### src/rtl/twgt_pkg.sv
`timescale 1ns / 1ps
// ----------------------------------------------------------------------------
// Twiddle gain tuner package
// Shared types, register addresses, fixed-point constants and the saturating
// helpers used by the tuner datapath.
// ----------------------------------------------------------------------------
package twgt_pkg;

    // Fixed-point format of gains and steps.
    localparam int FRACTION_BITS = 16;

    localparam int GAIN_W  = 32;
    localparam int STEP_W  = 32;
    localparam int COST_W  = 16;
    localparam int DATA_W  = 32;
    localparam int PADDR_W = 3;

    // Step scale factors 1.1 and 0.9, rounded to nearest at FRACTION_BITS.
    localparam int K_W = FRACTION_BITS + 1;
    localparam logic [K_W-1:0] SCALE_UP   =
        K_W'(((64'd11 << FRACTION_BITS) + 64'd5) / 64'd10);
    localparam logic [K_W-1:0] SCALE_DOWN =
        K_W'(((64'd9 << FRACTION_BITS) + 64'd5) / 64'd10);

    // Register map.
    localparam logic [PADDR_W-1:0] ADDR_INITIAL_STEP   = 3'h0;
    localparam logic [PADDR_W-1:0] ADDR_STOP_THRESHOLD = 3'h4;

    localparam logic [STEP_W-1:0] INITIAL_STEP_RESET   = 32'h0001_0000;
    localparam logic [STEP_W-1:0] STOP_THRESHOLD_RESET = 32'h0000_0001;

    typedef logic signed [GAIN_W-1:0] gain_t;
    typedef logic [STEP_W-1:0]        step_t;
    typedef logic [COST_W-1:0]        cost_t;
    typedef logic [DATA_W-1:0]        data_t;
    typedef logic [PADDR_W-1:0]       paddr_t;

    typedef enum logic [1:0] {
        PH_FIRST,
        PH_PLUS,
        PH_MINUS
    } phase_t;

    // Base gain moved by the step in the direction of the phase, saturated
    // to the signed gain range. The first phase leaves the base alone.
    function automatic gain_t trial_gain(gain_t base, step_t step, phase_t ph);
        logic signed [GAIN_W+1:0] ext_base;
        logic signed [GAIN_W+1:0] ext_step;
        logic signed [GAIN_W+1:0] wide;
        gain_t                    result;
        ext_base = {{2{base[GAIN_W-1]}}, base};
        ext_step = {2'b00, step};
        unique case (ph)
            PH_PLUS:  wide = ext_base + ext_step;
            PH_MINUS: wide = ext_base - ext_step;
            default:  wide = ext_base;
        endcase
        if (wide[GAIN_W+1:GAIN_W-1] == 3'b000 || wide[GAIN_W+1:GAIN_W-1] == 3'b111) begin
            result = wide[GAIN_W-1:0];
        end
        else if (wide[GAIN_W+1]) begin
            result = {1'b1, {(GAIN_W-1){1'b0}}};
        end
        else begin
            result = {1'b0, {(GAIN_W-1){1'b1}}};
        end
        return result;
    endfunction

    // Step times a fixed-point factor, truncated, saturated to all ones.
    function automatic step_t scale_step(step_t step, logic [K_W-1:0] factor);
        logic [STEP_W+K_W-1:0] prod;
        step_t                 result;
        prod = {{K_W{1'b0}}, step} * {{STEP_W{1'b0}}, factor};
        if (|prod[STEP_W+K_W-1:STEP_W+FRACTION_BITS]) begin
            result = '1;
        end
        else begin
            result = prod[STEP_W+FRACTION_BITS-1:FRACTION_BITS];
        end
        return result;
    endfunction

endpackage

### src/rtl/twiddle_gain_tuner.sv
`timescale 1ns / 1ps
// ----------------------------------------------------------------------------
// Twiddle gain tuner
// Coordinate-descent search over controller gains in signed fixed point,
// driven by one measured cost per transaction.
// ----------------------------------------------------------------------------
//
//  Channel   Direction  Handshake                  Payload
//  -------   ---------  -------------------------  ------------------------------
//  cost      sink       cost_valid / cost_stall    measured_cost
//  result    source     result_valid/result_stall  trial_gain_p/i/d, best_cost,
//                                                  search_done
//  config    APB slave  psel/penable/pready        paddr, pwdata, prdata
//
//  Every cost transaction produces exactly one result transaction, available
//  the cycle after the cost is accepted. One cost is accepted per cycle while
//  cost_stall is low; the rate is set by the combinational state update (one
//  constant multiply for the step scale, one step-sum compare and one saturating add).
//  The cost channel stalls only while a result is waiting and result_stall
//  is high; a result taken in a cycle frees room for a new cost that cycle.
//  Reset (rst_n low, asynchronous) zeroes the gains, loads the steps with the
//  reset value of initial_step and sets the best cost to all ones.
//
module twiddle_gain_tuner #(
    parameter int NUM_GAINS = 3
) (
    input  logic               clk,
    input  logic               rst_n,

    // Configuration port.
    input  logic               psel,
    input  logic               penable,
    input  logic               pwrite,
    input  twgt_pkg::paddr_t   paddr,
    input  twgt_pkg::data_t    pwdata,
    output twgt_pkg::data_t    prdata,
    output logic               pready,

    // Cost channel.
    input  logic               cost_valid,
    output logic               cost_stall,
    input  twgt_pkg::cost_t    measured_cost,

    // Result channel.
    output logic               result_valid,
    input  logic               result_stall,
    output twgt_pkg::gain_t    trial_gain_p,
    output twgt_pkg::gain_t    trial_gain_i,
    output twgt_pkg::gain_t    trial_gain_d,
    output twgt_pkg::cost_t    best_cost,
    output logic               search_done
);

    import twgt_pkg::*;

    localparam int COORD_W = (NUM_GAINS > 1) ? $clog2(NUM_GAINS) : 1;
    localparam int SUM_W   = STEP_W + $clog2(NUM_GAINS + 1);
    localparam int OUT_GAINS = 3;
    localparam logic [COORD_W-1:0] LAST_COORD = COORD_W'(NUM_GAINS - 1);

    // ------------------------------------------------------------------
    // Configuration registers
    // ------------------------------------------------------------------
    step_t initial_step_reg;
    step_t stop_threshold_reg;
    logic  cfg_write;

    assign pready    = 1'b1;
    assign cfg_write = psel && penable && pwrite;

    always_ff @(posedge clk or negedge rst_n)
    begin
        if (!rst_n)
        begin
            initial_step_reg   <= INITIAL_STEP_RESET;
            stop_threshold_reg <= STOP_THRESHOLD_RESET;
        end
        else if (cfg_write)
        begin
            if (paddr == ADDR_INITIAL_STEP)
            begin
                initial_step_reg <= pwdata;
            end
            if (paddr == ADDR_STOP_THRESHOLD)
            begin
                stop_threshold_reg <= pwdata;
            end
        end
    end

    always_comb
    begin
        case (paddr)
            ADDR_INITIAL_STEP:   prdata = initial_step_reg;
            ADDR_STOP_THRESHOLD: prdata = stop_threshold_reg;
            default:             prdata = '0;
        endcase
    end

    // ------------------------------------------------------------------
    // Handshake. The search state itself is the result register: it only
    // changes when a cost is accepted, so a stalled result holds steady.
    // ------------------------------------------------------------------
    logic result_valid_reg;
    logic result_valid_next;
    logic cost_accept;

    assign cost_stall        = result_valid_reg && result_stall;
    assign cost_accept       = cost_valid && !cost_stall;
    assign result_valid_next = cost_accept || (result_valid_reg && result_stall);
    assign result_valid      = result_valid_reg;

    always_ff @(posedge clk or negedge rst_n)
    begin
        if (!rst_n)
        begin
            result_valid_reg <= 1'b0;
        end
        else
        begin
            result_valid_reg <= result_valid_next;
        end
    end

    // ------------------------------------------------------------------
    // Search state
    // ------------------------------------------------------------------
    gain_t               gains_reg [NUM_GAINS];
    gain_t               gains_next [NUM_GAINS];
    step_t               steps_reg [NUM_GAINS];
    step_t               steps_next [NUM_GAINS];
    cost_t               lowest_cost_reg;
    cost_t               lowest_cost_next;
    logic [COORD_W-1:0]  coordinate_reg;
    logic [COORD_W-1:0]  coordinate_next;
    phase_t              phase_reg;
    phase_t              phase_next;
    logic                finished_reg;
    logic                finished_next;

    // Values for the coordinate under trial.
    gain_t               cur_trial;
    step_t               cur_scaled;
    logic                improved;

    assign improved   = measured_cost < lowest_cost_reg;
    assign cur_trial  = trial_gain(gains_reg[coordinate_reg], steps_reg[coordinate_reg],
                                   phase_reg);
    // One multiplier serves both the grow and the shrink of the step.
    assign cur_scaled = scale_step(steps_reg[coordinate_reg],
                                   improved ? SCALE_UP : SCALE_DOWN);

    always_comb
    begin
        logic [SUM_W-1:0] step_sum;
        logic             round_end;

        gains_next       = gains_reg;
        steps_next       = steps_reg;
        lowest_cost_next = lowest_cost_reg;
        coordinate_next  = coordinate_reg;
        phase_next       = phase_reg;
        finished_next    = finished_reg;
        round_end        = 1'b0;

        if (cost_accept && !finished_reg)
        begin
            priority if (phase_reg == PH_FIRST)
            begin
                // The first measurement sets the baseline and reloads the steps.
                lowest_cost_next = measured_cost;
                for (int i = 0; i < NUM_GAINS; i++)
                begin
                    steps_next[i] = initial_step_reg;
                end
                round_end = 1'b1;
            end
            else if (improved)
            begin
                // Keep the trial value as the new base and grow the step.
                lowest_cost_next           = measured_cost;
                gains_next[coordinate_reg] = cur_trial;
                steps_next[coordinate_reg] = cur_scaled;
                round_end                  = (coordinate_reg == LAST_COORD);
                coordinate_next            = coordinate_reg + 1'b1;
                phase_next                 = PH_PLUS;
            end
            else if (phase_reg == PH_PLUS)
            begin
                phase_next = PH_MINUS;
            end
            else
            begin
                // Both directions failed: the base stays, the step shrinks.
                steps_next[coordinate_reg] = cur_scaled;
                round_end                  = (coordinate_reg == LAST_COORD);
                coordinate_next            = coordinate_reg + 1'b1;
                phase_next                 = PH_PLUS;
            end
        end

        step_sum = '0;
        for (int i = 0; i < NUM_GAINS; i++)
        begin
            step_sum = step_sum + SUM_W'(steps_next[i]);
        end

        if (round_end)
        begin
            coordinate_next = '0;
            if (step_sum <= SUM_W'(stop_threshold_reg))
            begin
                finished_next = 1'b1;
                phase_next    = PH_FIRST;
            end
            else
            begin
                phase_next = PH_PLUS;
            end
        end
    end

    always_ff @(posedge clk or negedge rst_n)
    begin
        if (!rst_n)
        begin
            for (int i = 0; i < NUM_GAINS; i++)
            begin
                gains_reg[i] <= '0;
                steps_reg[i] <= INITIAL_STEP_RESET;
            end
            lowest_cost_reg <= '1;
            coordinate_reg  <= '0;
            phase_reg       <= PH_FIRST;
            finished_reg    <= 1'b0;
        end
        else
        begin
            gains_reg       <= gains_next;
            steps_reg       <= steps_next;
            lowest_cost_reg <= lowest_cost_next;
            coordinate_reg  <= coordinate_next;
            phase_reg       <= phase_next;
            finished_reg    <= finished_next;
        end
    end

    // ------------------------------------------------------------------
    // Result fields. Only the coordinate under trial is offset by its step;
    // a gain slot with no gain behind it reads as zero.
    // ------------------------------------------------------------------
    gain_t gain_slot [OUT_GAINS];

    for (genvar k = 0; k < OUT_GAINS; k++)
    begin : g_slot
        if (k < NUM_GAINS)
        begin : g_used
            assign gain_slot[k] = (finished_reg || coordinate_reg != COORD_W'(k))
                                ? gains_reg[k]
                                : trial_gain(gains_reg[k], steps_reg[k], phase_reg);
        end
        else
        begin : g_unused
            assign gain_slot[k] = '0;
        end
    end

    assign trial_gain_p = gain_slot[0];
    assign trial_gain_i = gain_slot[1];
    assign trial_gain_d = gain_slot[2];
    assign best_cost    = lowest_cost_reg;
    assign search_done  = finished_reg;

endmodule
### config.mk
export PLATFORM = sky130hd
export DESIGN_NAME = twiddle_gain_tuner
export DESIGN_NICKNAME = d
export VERILOG_FILES = /design/src/rtl/twgt_pkg.sv /design/src/rtl/twiddle_gain_tuner.sv
export SDC_FILE = /design/constraint.sdc
export NUM_CORES = 2
export LEC_CHECK = 0
export ABC_AREA = 0
export BUFFER_PORTS_ARGS = -buffer_cell sky130_fd_sc_hd__buf_2
export CORE_AREA = 5 5 293 582
export CTS_BUF_LIST = sky130_fd_sc_hd__clkbuf_4 sky130_fd_sc_hd__clkbuf_8
export DETAILED_ROUTE_END_ITERATION = 16
export DIE_AREA = 0 0 298 587
export PLACE_DENSITY_LB_ADDON = 0.3
export SLEW_MARGIN = 30
export SYNTH_ARGS = -nofsm -noshare
export SYNTH_HDL_FRONTEND = slang
export SYNTH_SLANG_ARGS = --single-unit
### constraint.sdc
create_clock -name clk -period 31.3 [get_ports clk]
set_input_delay 3.13 -clock clk [delete_from_list [all_inputs] [get_ports clk]]
set_output_delay 3.13 -clock clk [all_outputs]
set_load 0.02 [all_outputs]
==> results.cfg <==
[sta]
fin_crit_sh_pct = 54.8
max_freq_mhz = 58.3
max_slew.worst_pin.slew_ns = 1.04
rsz0062_at_grt = no
drv_slew = 0
hold_viol_final = 0
fin_worst_skew_ns = 0.0531
post-route-min-period_ns = 17.16
slew_headroom_pct = 30.0
setup_viol = 0
setup_tns_ns = 0

[global_routing]
grt_pass1_vias = 39000
grt_pass1_wl_mm = 260
grt_max_degree = 109
gr-usage-all-layers_pct = 19.9
overflow = 0
antenna_found_initial = 5

[cts]
cts_buffers = 44
clock_path_buffers = 3
cts_max_level = 2
cts_tree = built
ctsResizeCount = 0
clk_pin_slew_ns = 0.06
postCtsSetupRepairBufs = 0
insertion_delay_ns = 0.68
postCtsHoldBufs = 0
cts.sink_count = 278
cts_root_buf = clkbuf_8

[logic_synthesis]
syn_area_um2 = 41100
async_flop_share_pct = 100
yosys_register_bits = 278
ys_types = 94
postSynthCellCount = 4888
ys_seq_area_share_pct = 17.0
yosysTopAreaCellShare_pct = 17.5
postSynthAreaPerCell_um2 = 8.40
synthTopCellsByArea = fa_1 (18%), dfrtp_1 (16%), ha_1 (13%), inv_1 (6.8%), a21oi_1 (5.3%)
synthFlopType = dfrtp_1
yosys_warnings = 0
synth_edf_count = 0
synth_area_leader_cell = fa_1

[run_status]
run_status = complete, no violations

[detailed_routing]
drc_errors = 0
drtPass1Iterations = 6
viasPerCell = 5.16
routedWlPerCell_um = 25.1
initialDrtViolationCount = 2129
antenna_left = 0
drt-total-wl_mm = 180
vias = 37000

[layout]
layout_common_cells = inv_1 (745), a21oi_1 (431), ha_1 (418)
drive_gt1_share_pct = 10.1
final_common_cell = inv_1
finalNetCount = 5834
area_growth_pct = 11.1

[floorplanning]
die_x_um = 298
fp.dieH_um = 587
core_area_um2 = 165000
dieArea_um2 = 175000
placement_rows = 211
floorplan.initialDensity_pct = 24.9
io_pins = 206

[min_path]
worstHoldStart = initial_step_reg[21]
hold_class = register to register

[critical_path]
r2r_slack_ns = 16.12
cp.required_ns = 31.81
cpMostUsedCell = fa_1
end_kind = register
timing.rr.start = best_cost[10]
cp-startpoint = measured_cost[10]
start_kind = input port
cp_max_fo = 46
slowest_delay_ns = 0.75
slowest_stage = o41ai_1
crit_arrival_ns = 17.68
worstSetupPathType = input port to register

[job]
cap_violations = 0

[placed_design]
dp_hpwl_mm = 152
place.gp.congestion = 0.981
portBuffers = 204
[area by class of cell]
class,count,area [µm²]
fill,17800,119000
multi-input combinational,3646,30600
sequential,278,6990
inverter,750,2820
tap,2130,2670
timing repair buffer,276,1600
clock buffer,65,826
clock inverter,14,154
antenna,6,15.0
[layer usage]
metal	track usage, %	share of wire [%]	vias up
li1	-	-	16900
met1	18.9	33	18300
met2	37.4	52	1222
met3	2.05	3.8	547
met4	17.9	11	2
met5	0	0.0067	-
[cells in the mapped netlist (10+ instances only)]
library cell / count
o31ai_1: 16
dfstp_2: 21
o2bb2ai_1: 12
xnor2_1: 234
a211oi_1: 59
xor2_1: 67
nand2_1: 375
inv_1: 746
buf_1: 22
a31oi_1: 45
nor3_1: 56
nand3_1: 38
nor2b_1: 34
nor4_1: 21
fa_1: 360
nand4_1: 28
o21ai_0: 241
nor2_1: 326
a221o_1: 11
o21a_1: 42
or3_1: 32
nand2b_1: 36
and2_1: 22
dfrtp_1: 257
o22ai_1: 30
o22a_1: 118
a221oi_1: 14
o2bb2ai_2: 10
a21oi_1: 435
ha_1: 420
a211o_1: 18
nor3b_1: 11
clkbuf_1: 159
o21bai_1: 28
o211ai_1: 18
a22o_1: 34
buf_2: 29
mux2i_1: 71
o31a_1: 10
and3_1: 37
and4_1: 12
mux2_2: 49
a21o_1: 124
[stage by stage]
step | worst slack, ns | hold WS (ns) | instance area [µm²] | utilization, % | instances
2_1_floorplan | 15.86 | 0.496 | 41100 | - | 4891
3_3_place_gp | 13.80 | 0.552 | 44600 | 27.0 | 7079
3_5_place_dp | 13.63 | 0.551 | 44600 | 27.0 | 7079
4_1_cts | 14.30 | 0.567 | 45600 | 27.6 | 7158
5_1_grt | 13.36 | 0.592 | 45600 | 27.6 | 7160
6_report | 14.14 | 0.561 | 45600 | 27.7 | 7165
[critical path, delay by kind of cell]
| kind | cells | cell delay, ns |
|---|---|---|
| simple gates | 14 | 3.56 |
| compound gates | 19 | 5.01 |
| fa+ha+maj | 12 | 4.92 |
| xor+xnor | 1 | 0.13 |
| buf+inv | 6 | 0.86 |
[kinds of logic after synthesis]
kind of cell | Yosys count | share of synthesized area [%]
other | 2 | 0.0183
DFF | 278 | 17.0
buffers and inverters | 967 | 8.98
and+or+nand+nor | 1069 | 12.1
muxes | 120 | 3.07
xor gates and xnor gates | 305 | 6.59
AOI/OAI and AO/OA | 1367 | 21.9
adders and majority gates | 780 | 30.3
[worst paths after layout]
path,to,cells after the start
setup / recovery,phase_reg[0],52
hold / removal,initial_step_reg[21],1
setup reg to reg,phase_reg[0],52
hold reg to reg,initial_step_reg[21],1
max in group asynchronous,gains_reg[0],5
min in group asynchronous,initial_step_reg[22],1
Power is left out: the tool's default activity adds up to more than one toggle a clock period on the data nets, which glitch-free logic cannot reach.
